===== src/rtl/lahd_pkg.sv =====
// shared constants for the limit alarm with hysteresis and delay
`default_nettype none

package lahd_pkg;

  // configuration register indexes
  localparam int unsigned CfgIdxW = 3;
  localparam logic [CfgIdxW-1:0] REG_GLOBAL_EN   = 3'd0;
  localparam logic [CfgIdxW-1:0] REG_CHANNEL_EN  = 3'd1;
  localparam logic [CfgIdxW-1:0] REG_UPPER_LIMIT = 3'd2;
  localparam logic [CfgIdxW-1:0] REG_LOWER_LIMIT = 3'd3;
  localparam logic [CfgIdxW-1:0] REG_UPPER_FAC   = 3'd4;
  localparam logic [CfgIdxW-1:0] REG_LOWER_FAC   = 3'd5;
  localparam logic [CfgIdxW-1:0] REG_DELAY       = 3'd6;

  // delay register width and the integer bits of the return factors
  localparam int unsigned DelayW   = 20;
  localparam int unsigned FacIntW  = 2;

  // timer slots
  localparam int unsigned NumTimers    = 4;
  localparam int unsigned TMR_OVER_SET  = 0;
  localparam int unsigned TMR_OVER_CLR  = 1;
  localparam int unsigned TMR_UNDER_SET = 2;
  localparam int unsigned TMR_UNDER_CLR = 3;

  // result beat layout, lowest bit first
  localparam int unsigned OutW          = 8;
  localparam int unsigned OUT_OVER      = 0;
  localparam int unsigned OUT_UNDER     = 1;
  localparam int unsigned OUT_OVER_CHG  = 2;
  localparam int unsigned OUT_UNDER_CHG = 3;

endpackage

`default_nettype wire


===== src/rtl/limit_alarm_with_hysteresis_delay.sv =====
// over/under limit alarm with hysteresis and delay timers, one channel
// A sample beat passes through the input register, then the state update writes its result
//   beat into the result register.
// Throughput: one sample per cycle while the result stream is not stalled; the timers and compares are combinational.
// Reset: both alarms off, all timers stopped and zero, enables off, limits and
//   delay zero, return factors 1.0; no clearing pass is needed.
`default_nettype none

module limit_alarm_with_hysteresis_delay #(
  parameter int unsigned COUNT_WIDTH      = 21,
  parameter int unsigned SAMPLE_WIDTH     = 32,
  parameter int unsigned FACTOR_FRAC_BITS = 14,
  localparam int unsigned InW  = ((SAMPLE_WIDTH + 7) / 8) * 8,
  localparam int unsigned CfgW = (SAMPLE_WIDTH > lahd_pkg::DelayW) ?
                                 SAMPLE_WIDTH : lahd_pkg::DelayW
) (
  input  wire logic                          clk_i,
  input  wire logic                          rst_ni,
  // configuration write port
  input  wire logic                          cfg_we_i,
  input  wire logic [lahd_pkg::CfgIdxW-1:0]  cfg_idx_i,
  input  wire logic [CfgW-1:0]               cfg_data_i,
  // sample stream
  input  wire logic                          s_axis_tvalid,
  output logic                               s_axis_tready,
  input  wire logic [InW-1:0]                s_axis_tdata,  // sample
  // result stream
  output logic                               m_axis_tvalid,
  input  wire logic                          m_axis_tready,
  output logic [lahd_pkg::OutW-1:0]          m_axis_tdata   // over_alarm, under_alarm,
                                                            // over_changed, under_changed
);
  import lahd_pkg::*;

  localparam int unsigned FacW = FACTOR_FRAC_BITS + FacIntW;
  localparam int unsigned PW   = SAMPLE_WIDTH + FACTOR_FRAC_BITS + 3;
  localparam int unsigned CmpW = (COUNT_WIDTH > DelayW) ? COUNT_WIDTH : DelayW;
  localparam logic [COUNT_WIDTH-1:0] CntMax = {COUNT_WIDTH{1'b1}};

  typedef struct packed {
    logic [COUNT_WIDTH-1:0] cnt;
    logic                   run;
    logic                   fire;
  } tmr_t;

  // configuration registers
  logic                           gen_q, cen_q;
  logic signed [SAMPLE_WIDTH-1:0] up_q, lo_q;
  logic [FacW-1:0]                ufac_q, lfac_q;
  logic [DelayW-1:0]              delay_q;

  // release levels, registered from the limit and factor registers
  logic signed [PW-1:0]           up_rel_q, lo_rel_q;

  // pipeline registers
  logic                           in_valid_q;
  logic signed [SAMPLE_WIDTH-1:0] sample_q;
  logic                           out_valid_q;
  logic [OutW-1:0]                out_data_q, out_data_d;
  logic                           move;

  // alarm and timer state
  logic                           over_q, over_d, under_q, under_d;
  logic [NumTimers-1:0]           run_q, run_d;
  logic [COUNT_WIDTH-1:0]         cnt_q [NumTimers];
  logic [COUNT_WIDTH-1:0]         cnt_d [NumTimers];
  logic [COUNT_WIDTH-1:0]         adv   [NumTimers];

  logic                           en, above, below, rel_over, rel_under;
  logic signed [PW-1:0]           s_scaled;
  logic signed [FacW:0]           ufac_s, lfac_s;
  tmr_t                           t_os, t_oc, t_us, t_uc;

  // start a stopped timer, or report expiry of a running one
  function automatic tmr_t timer_run(input logic run, input logic [COUNT_WIDTH-1:0] cnt,
                                     input logic [DelayW-1:0] dly);
    tmr_t r;
    r.cnt  = cnt;
    r.run  = 1'b1;
    r.fire = 1'b0;
    if (!run) begin
      r.cnt = '0;
    end else if (CmpW'(cnt) > CmpW'(dly)) begin
      r.cnt  = '0;
      r.run  = 1'b0;
      r.fire = 1'b1;
    end
    return r;
  endfunction

  // configuration writes
  always_ff @(posedge clk_i or negedge rst_ni) begin
    if (!rst_ni) begin
      gen_q   <= 1'b0;
      cen_q   <= 1'b0;
      up_q    <= '0;
      lo_q    <= '0;
      ufac_q  <= FacW'(1) << FACTOR_FRAC_BITS;
      lfac_q  <= FacW'(1) << FACTOR_FRAC_BITS;
      delay_q <= '0;
    end else if (cfg_we_i) begin
      unique case (cfg_idx_i)
        REG_GLOBAL_EN:   gen_q   <= cfg_data_i[0];
        REG_CHANNEL_EN:  cen_q   <= cfg_data_i[0];
        REG_UPPER_LIMIT: up_q    <= cfg_data_i[SAMPLE_WIDTH-1:0];
        REG_LOWER_LIMIT: lo_q    <= cfg_data_i[SAMPLE_WIDTH-1:0];
        REG_UPPER_FAC:   ufac_q  <= cfg_data_i[FacW-1:0];
        REG_LOWER_FAC:   lfac_q  <= cfg_data_i[FacW-1:0];
        REG_DELAY:       delay_q <= cfg_data_i[DelayW-1:0];
        default: ;
      endcase
    end
  end

  // release levels: limit times return factor, exact
  assign ufac_s = $signed({1'b0, ufac_q});
  assign lfac_s = $signed({1'b0, lfac_q});

  always_ff @(posedge clk_i) begin
    up_rel_q <= PW'(up_q) * PW'(ufac_s);
    lo_rel_q <= PW'(lo_q) * PW'(lfac_s);
  end

  // handshake: the state update runs when the result register can take a beat
  assign move          = in_valid_q && (!out_valid_q || m_axis_tready);
  assign s_axis_tready = !in_valid_q || move;
  assign m_axis_tvalid = out_valid_q;
  assign m_axis_tdata  = out_data_q;

  always_ff @(posedge clk_i or negedge rst_ni) begin
    if (!rst_ni) begin
      in_valid_q  <= 1'b0;
      out_valid_q <= 1'b0;
    end else begin
      if (s_axis_tready) begin
        in_valid_q <= s_axis_tvalid;
      end
      if (move) begin
        out_valid_q <= 1'b1;
      end else if (m_axis_tready) begin
        out_valid_q <= 1'b0;
      end
    end
  end

  always_ff @(posedge clk_i) begin
    if (s_axis_tvalid && s_axis_tready) begin
      sample_q <= s_axis_tdata[SAMPLE_WIDTH-1:0];
    end
    if (move) begin
      out_data_q <= out_data_d;
    end
  end

  // compares against limits and release levels
  assign en        = gen_q && cen_q;
  assign above     = sample_q > up_q;
  assign below     = sample_q < lo_q;
  assign s_scaled  = PW'(sample_q) <<< FACTOR_FRAC_BITS;
  assign rel_over  = s_scaled <= up_rel_q;
  assign rel_under = s_scaled >= lo_rel_q;

  // running timers advance first, saturating
  always_comb begin
    for (int i = 0; i < NumTimers; i++) begin
      adv[i] = (run_q[i] && cnt_q[i] != CntMax) ? cnt_q[i] + COUNT_WIDTH'(1) : cnt_q[i];
    end
  end

  assign t_os = timer_run(run_q[TMR_OVER_SET],  adv[TMR_OVER_SET],  delay_q);
  assign t_oc = timer_run(run_q[TMR_OVER_CLR],  adv[TMR_OVER_CLR],  delay_q);
  assign t_us = timer_run(run_q[TMR_UNDER_SET], adv[TMR_UNDER_SET], delay_q);
  assign t_uc = timer_run(run_q[TMR_UNDER_CLR], adv[TMR_UNDER_CLR], delay_q);

  // alarm decisions
  always_comb begin
    for (int i = 0; i < NumTimers; i++) begin
      cnt_d[i] = adv[i];
    end
    run_d   = run_q;
    over_d  = over_q;
    under_d = under_q;
    if (!en) begin
      over_d  = 1'b0;
      under_d = 1'b0;
    end else begin
      // over side
      if (above) begin
        cnt_d[TMR_OVER_CLR] = '0;
        run_d[TMR_OVER_CLR] = 1'b0;
        if (!over_q) begin
          cnt_d[TMR_OVER_SET] = t_os.cnt;
          run_d[TMR_OVER_SET] = t_os.run;
          over_d              = t_os.fire;
        end
      end else begin
        cnt_d[TMR_OVER_SET] = '0;
        run_d[TMR_OVER_SET] = 1'b0;
        if (over_q && rel_over) begin
          cnt_d[TMR_OVER_CLR] = t_oc.cnt;
          run_d[TMR_OVER_CLR] = t_oc.run;
          over_d              = !t_oc.fire;
        end
      end
      // under side
      if (below) begin
        cnt_d[TMR_UNDER_CLR] = '0;
        run_d[TMR_UNDER_CLR] = 1'b0;
        if (!under_q) begin
          cnt_d[TMR_UNDER_SET] = t_us.cnt;
          run_d[TMR_UNDER_SET] = t_us.run;
          under_d              = t_us.fire;
        end
      end else begin
        cnt_d[TMR_UNDER_SET] = '0;
        run_d[TMR_UNDER_SET] = 1'b0;
        if (under_q && rel_under) begin
          cnt_d[TMR_UNDER_CLR] = t_uc.cnt;
          run_d[TMR_UNDER_CLR] = t_uc.run;
          under_d              = !t_uc.fire;
        end
      end
    end
  end

  // result beat
  always_comb begin
    out_data_d                = '0;
    out_data_d[OUT_OVER]      = over_d;
    out_data_d[OUT_UNDER]     = under_d;
    out_data_d[OUT_OVER_CHG]  = over_d ^ over_q;
    out_data_d[OUT_UNDER_CHG] = under_d ^ under_q;
  end

  // state registers
  always_ff @(posedge clk_i or negedge rst_ni) begin
    if (!rst_ni) begin
      over_q  <= 1'b0;
      under_q <= 1'b0;
      run_q   <= '0;
      for (int i = 0; i < NumTimers; i++) begin
        cnt_q[i] <= '0;
      end
    end else if (move) begin
      over_q  <= over_d;
      under_q <= under_d;
      run_q   <= run_d;
      for (int i = 0; i < NumTimers; i++) begin
        cnt_q[i] <= cnt_d[i];
      end
    end
  end

  // disabled alarms are off after the tick
  a_disabled_off: assert property (@(posedge clk_i) disable iff (!rst_ni)
    move && !en |=> !over_q && !under_q)
    else $error("alarm active after a disabled tick");

  // change flags follow the alarm state transitions
  a_over_chg: assert property (@(posedge clk_i) disable iff (!rst_ni)
    move |=> m_axis_tdata[OUT_OVER_CHG] == (over_q != $past(over_q)))
    else $error("over change flag mismatch");

  a_under_chg: assert property (@(posedge clk_i) disable iff (!rst_ni)
    move |=> m_axis_tdata[OUT_UNDER_CHG] == (under_q != $past(under_q)))
    else $error("under change flag mismatch");

  // state holds while no tick is processed
  a_state_hold: assert property (@(posedge clk_i) disable iff (!rst_ni)
    !move |=> $stable(over_q) && $stable(under_q) && $stable(run_q))
    else $error("alarm state moved without a tick");

endmodule

`default_nettype wire

===== config.mk =====
export PLATFORM = sky130hd
export DESIGN_NAME = limit_alarm_with_hysteresis_delay
export DESIGN_NICKNAME = d
export VERILOG_FILES = /design/src/rtl/lahd_pkg.sv /design/src/rtl/limit_alarm_with_hysteresis_delay.sv
export SDC_FILE = /design/constraint.sdc
export NUM_CORES = 2
export LEC_CHECK = 0
export BUFFER_PORTS_ARGS = -buffer_cell sky130_fd_sc_hd__buf_2
export CORE_MARGIN = 2
export CORE_UTILIZATION = 55
export CTS_BUF_LIST = sky130_fd_sc_hd__clkbuf_8 sky130_fd_sc_hd__clkbuf_16
export CTS_CLUSTER_SIZE = 14
export DETAILED_ROUTE_END_ITERATION = 8
export HOLD_SLACK_MARGIN = 0.08
export PLACE_DENSITY = 0.74
export SYNTH_ARGS = -nofsm -noshare
export SYNTH_HDL_FRONTEND = slang
export SYNTH_SLANG_ARGS = --single-unit

===== constraint.sdc =====
create_clock -name clk_i -period 6.38 [get_ports clk_i]
set_input_delay 0.319 -clock clk_i [delete_from_list [all_inputs] [get_ports clk_i]]
set_output_delay 0.319 -clock clk_i [all_outputs]
set_load 0.005 [all_outputs]

* Yosys cells after proc, flatten, opt, wreduce, memory -nomap -nowiden
Cells that the tools add are included.
** Word-level totals
- Bits of input ports :: 72
- Output and inout bits :: 10
- Register bits :: 344
** Cells by class
- Reduce and logical (&&, ||, !) cells :: 30
- Magnitude comparators :: 8
- $mul :: 2
- Mux-type cells :: 39
- Eq/ne operators :: 12
- Bitwise gates (word level) :: 2
- $add $sub $neg :: 4
** Operators by type and width (count)
- 2-to-1 mux 21 bit :: 12
- multiplier 32 x 17 -> 49 bit :: 2
- 2-to-1 mux 23 bit :: 4
- adder 21 x 1 -> 21 bit (second input constant) :: 4
- > comparator 21 x 20 -> 1 bit :: 4
- 2-to-1 mux 42 bit :: 2
- 2-to-1 mux 84 bit :: 1
- inequality test 21 bit (second input constant) :: 4
- >= comparator 46 x 49 -> 1 bit :: 1
- less-or-equal comparator 46 x 49 -> 1 bit :: 1
- > comparator 32 bit :: 1
- < comparator 32 bit :: 1
- 2-to-1 mux 1 bit :: 14
- AND reduction 2 bit :: 7
- 2-to-1 mux 2 bit :: 6
- AND reduction 3 bit :: 4
- == test 3 bit (second input constant) :: 3
- logical AND 1 bit :: 9
- == test 3 x 2 -> 1 bit (second input constant) :: 2
- nonzero test 2 bit :: 3
- zero test 1 bit :: 4
- inequality test 2 bit (second input constant) :: 2
- == test 3 x 1 -> 1 bit (second input constant) :: 1
- zero test 3 bit :: 1
- other kinds (2) :: 4

* Logic depth before layout (Yosys ltp)
- Depth in word-level cells :: 11
- Gate-level depth with buffers :: 25
- Depth with buffers taken out :: 24

* Least setup slack after synthesis
No wires, ideal clock.
- Path type :: flip-flop to flip-flop
- Start :: register lo_q[24]
- End :: register lo_rel_q[46]
- Data required time :: 6246 ps
- Arrival :: 6163 ps
- Library setup time :: 134 ps
- Path slack :: 83 ps
- Cell stages (with the launch flop) :: 22
- Path through :: dfrtp_1 > clkbuf_1 > clkbuf_1 > nand2_1 > fa_1 > inv_1 > fa_1 > fa_1 > fa_1 > fa_1 > inv_1 > fa_1 > inv_1 > ha_1 > clkbuf_1 > nand4_1 > or2_1 > a2111o_1 > o21ai_1 > nand4_1 > and3_1 > or4_1
** On the way
- Cells in the longest elaborated chain, start to end :: 1
** Ends and longest elaborated chain
- from (decl) :: RTL line limit_alarm_with_hysteresis_delay.sv:48 : logic signed [SAMPLE_WIDTH-1:0] up_q, lo_q;
- from (signal assigned) :: RTL line limit_alarm_with_hysteresis_delay.sv:106 : REG_LOWER_LIMIT: lo_q <= cfg_data_i[SAMPLE_WIDTH-1:0];
- multiplier 32 x 17 -> 49 bit :: RTL line limit_alarm_with_hysteresis_delay.sv:121 : lo_rel_q <= PW'(lo_q) * PW'(lfac_s);
- to (signal assigned) :: RTL line limit_alarm_with_hysteresis_delay.sv:121
- to (decl) :: RTL line limit_alarm_with_hysteresis_delay.sv:53 : logic signed [PW-1:0] up_rel_q, lo_rel_q;
No other way between the ends.
A chain may end at the register's enable or synchronous reset.

* Final worst setup path
- Start :: register lfac_q[5]
- End :: register lo_rel_q[46]
** On the way
- Cells in the longest elaborated chain, start to end :: 1
** Ends and longest elaborated chain
- from (decl) :: RTL line limit_alarm_with_hysteresis_delay.sv:49 : logic [FacW-1:0] ufac_q, lfac_q;
- from (signal assigned) :: RTL line limit_alarm_with_hysteresis_delay.sv:99 : lfac_q <= FacW'(1) << FACTOR_FRAC_BITS;
- from (signal assigned) :: RTL line limit_alarm_with_hysteresis_delay.sv:108 : REG_LOWER_FAC: lfac_q <= cfg_data_i[FacW-1:0];
- multiplier 32 x 17 -> 49 bit :: RTL line limit_alarm_with_hysteresis_delay.sv:121
No other way between the ends.

==> metrics.yaml <==
die:
  die_area_sq_um: 102500
  core_sq_um: 98710
  initial_core_util_pct: 55.67
  num_rows: 115
  ios: 82
  fp.dieW_um: 320.1
  dieHeight_um: 320.1
timing:
  period_share_pct: 100.8
  fin_crit_ns: 6.434
  setup_viol: 1
  finalMaxSlewViolations: 0
  finalHoldViolations: 0
  layout_setup_ws_ns: -0.05389
  fmax_mhz: 155.4
  relSlewSlack_pct: 2.326
  fin_skew_ns: 0.04705
  worst_pin_slew_ns: 1.428
  rsz0062_at_grt: "yes"
worst_hold_path:
  holdPathEnd: "up_q[14]"
  hold_depth: 3
  hold_path.startpoint: "cfg_data_i[14]"
  hold_class: "in -> reg"
routing:
  drt_wl_total_um: 154200
  drt-initial-drc-count: 3047
  drc: 0
  drtAntennaViolNets: 0
  first_pass_iters: 6
  avgViaCountPerCell: 5.563
  vias: 43110
  routedWlPerCell_um: 19.90
finish:
  fin_cells: 7749
  drive_gt1_share_pct: 14.67
  fillers: 7861
  area_delta_synth_final_pct: 15.12
  nNetsFinal: 7922
clocking:
  clock_path_buffers: 3
  cts_max_level: 2
  cts_tree: "done"
  numCtsBuffers: 42
  cts_root_buffer: "clkbuf_16"
  clkSlewWorstSetupHoldPaths_ns: 0.07
  cts.sinks: 344
  clkLatencyLatePin_ns: 0.64
placed_design:
  portBuffers: 77
  hpwl_um: 121400
  gp_congestion: 0.9484
  dp_cells: 7553
global_route:
  grt_max_degree: 138
  grt_usage_pct: 30.48
  grt_pass1_vias: 45640
  antenna_found_initial: 11
  grt-ovfl-total: 0
  grt_first_pass_wirelength_um: 243200
logic_synthesis:
  yosys.area.top_type_share_pct: 35.63
  postSynthCellCount: 6021
  synthTopCellsByArea: "fa_1 36%, ha_1 10%, dfrtp_1 9.5%, inv_1 9.4%, and2_1 5.4%"
  synth_edf_count: 36
  synth_ff_type: "dfrtp_1"
  ys_ff_latch: 344
  synth_top_area_cell: "fa_1"
  synth_cell_types: 91
  ys_async_sr_fraction_pct: 61.05
  ys_seq_area_share_pct: 15.10
  ys_warn_count: 0
  syn_avg_cell_area_sq_um: 9.127
  synthesis.area_sq_um: 54950
worst_setup_path:
  crit_fanout: 7
  critPathCaptureType: "register"
  cp-start-kind: "register"
  reg2reg_setup_slack_ns: -0.05
  required_ns: 6.86
  r2r_end: "lo_rel_q[46]"
  worstPathArrival_ns: 6.91
  r2r_start: "lfac_q[5]"
  path_class: "reg -> reg"
  reg2reg_depth: 21
run_status:
  violations: "max-capacitance violations, negative setup slack"
  status: "finished with violations"
job:
  max-cap-violations: 1
## cell usage after synthesis (all sizes together), types with 64 or more instances
| library cell | instances |
|---|---|
| dfxtp | 98 |
| and2 | 475 |
| dfrtp | 208 |
| nor2 | 152 |
| xor2 | 75 |
| clkbuf | 227 |
| nand3 | 64 |
| nand4 | 77 |
| o21ai | 132 |
| a21oi | 173 |
| a21o | 111 |
| mux2 | 92 |
| fa | 978 |
| xnor2 | 125 |
| inv | 1370 |
| ha | 451 |
| nand2 | 766 |
## registers in the layout, summed over array words and instances, names as in the netlist, 20 cells and up
| name | cells |
|---|---|
| delay_q | 20 |
| lo_q | 32 |
| up_rel_q | 49 |
| up_q | 32 |
| sample_q | 32 |
| cnt_q | 84 |
| lo_rel_q | 49 |
## worst max-delay path: stages, from the launching register on
cell and delay [ns]:
dfrtp_2 0.47, clkbuf_16 0.20, and2_4 0.17, fa_1 0.56, inv_2 0.05, fa_1 0.49
inv_1 0.05, fa_1 0.48, fa_1 0.51, fa_1 0.49, inv_1 0.05, fa_1 0.49
inv_2 0.05, ha_4 0.27, nand4_1 0.14, or2_1 0.27, a2111o_1 0.36, o21ai_4 0.24
nand4_1 0.18, buf_4 0.18, and3_4 0.13, or4_1 0.51
## worst max-delay path by stage
stage / from / to / slack, ns
finish: lfac_q[5] / lo_rel_q[46] / -0.05
global route: lfac_q[3] / lo_rel_q[46] / -0.24
CTS: lo_q[7] / lo_rel_q[45] / 0.0003
detailed placement: ufac_q[5] / up_rel_q[39] / -0.37
global placement: up_q[11] / up_rel_q[39] / -0.31
floorplan: lo_q[24] / lo_rel_q[46] / 0.08
## what timing repair did
item / 4_1_cts / 5_1_grt
pin swaps: 27 / 114
setup endpoints to repair: 18 / 31
setup buffers: 14 / 41
hold endpoints to repair: 136 / 0
hold buffers: 52 / 0
cloned: 0 / 6
gates resized for setup: 55 / 223
## final cells by class
cell class	count	area, sq um	area share, %
multi-input cells	4066	41530	65.64
flip-flops and latches	344	8342	13.19
repair buffers	596	5154	8.147
inverters	1371	5150	8.141
well taps	1287	1610	2.545
clock buffers	47	1120	1.770
clock inverters	31	342.8	0.5419
diodes	7	17.52	0.02769
## layer usage
metal / track usage, % / vias up / wire [um]
met5: 0 / - / 52
met4: 15.25 / 8 / 8365
met3: 4.591 / 457 / 11670
met2: 51.18 / 1630 / 74430
met1: 38.54 / 21810 / 59660
li1: - / 19200 / -
## cells by family after synthesis
kind of cell | after synthesis | synth area share (%)
AO/OA/AOI/OAI | 608 | 7.199
AND/OR/NAND/NOR | 1727 | 15.52
XOR/XNOR | 200 | 3.188
buffers and inverters | 1614 | 11.09
flip-flops | 344 | 15.10
adder cells (fa/ha/maj) | 1429 | 45.90
multiplexers | 98 | 2.001
other | 1 | 0.006824
## cell usage in the layout, fill, tap and decap left out, drive strengths merged, types with 11 or more instances in the layout
cell,netlist,final
clkinv,1,15
a2111oi,11,11
nor4,12,12
xor2,75,75
nand3,64,64
nor2b,29,29
nor2,152,152
a22o,12,12
dfrtp,208,208
fa,978,978
xnor2,125,125
or3,16,16
o21bai,13,13
edfxtp,36,36
a31oi,17,17
and2,475,475
o31ai,21,21
o21a,23,23
and4,12,12
a21oi,173,173
dfxtp,98,98
nor3,33,33
buf,16,539
inv,1370,1379
mux2,92,92
a211oi,18,18
nand4,77,77
ha,451,451
nand2,766,766
a21o,111,111
clkbuf,227,52
o21ai,132,132
nand2b,24,24
dlygate4sd3,0,52
a211o,11,11
and3,32,32
## per-stage QoR
| stage | setup TNS, ns | worst slack, ns | area [sq um] | util (%) | hold slack, ns |
|---|---|---|---|---|---|
| finish | -0.05389 | -0.05389 | 63260 | 64.09 | 0.1557 |
| global route | -1.295 | -0.2390 | 63250 | 64.08 | 0.1655 |
| CTS | 0 | 0.0002833 | 61910 | 62.72 | 0.1142 |
| detailed placement | -3.723 | -0.3659 | 59590 | 60.37 | 0.3380 |
| global placement | -2.421 | -0.3149 | 59590 | 60.37 | 0.3383 |
| floorplan | 0 | 0.08292 | 54970 | - | 0.02341 |
Power is not shown: default switching activity piles up to over one toggle a cycle in this logic, so the estimate is an artifact.
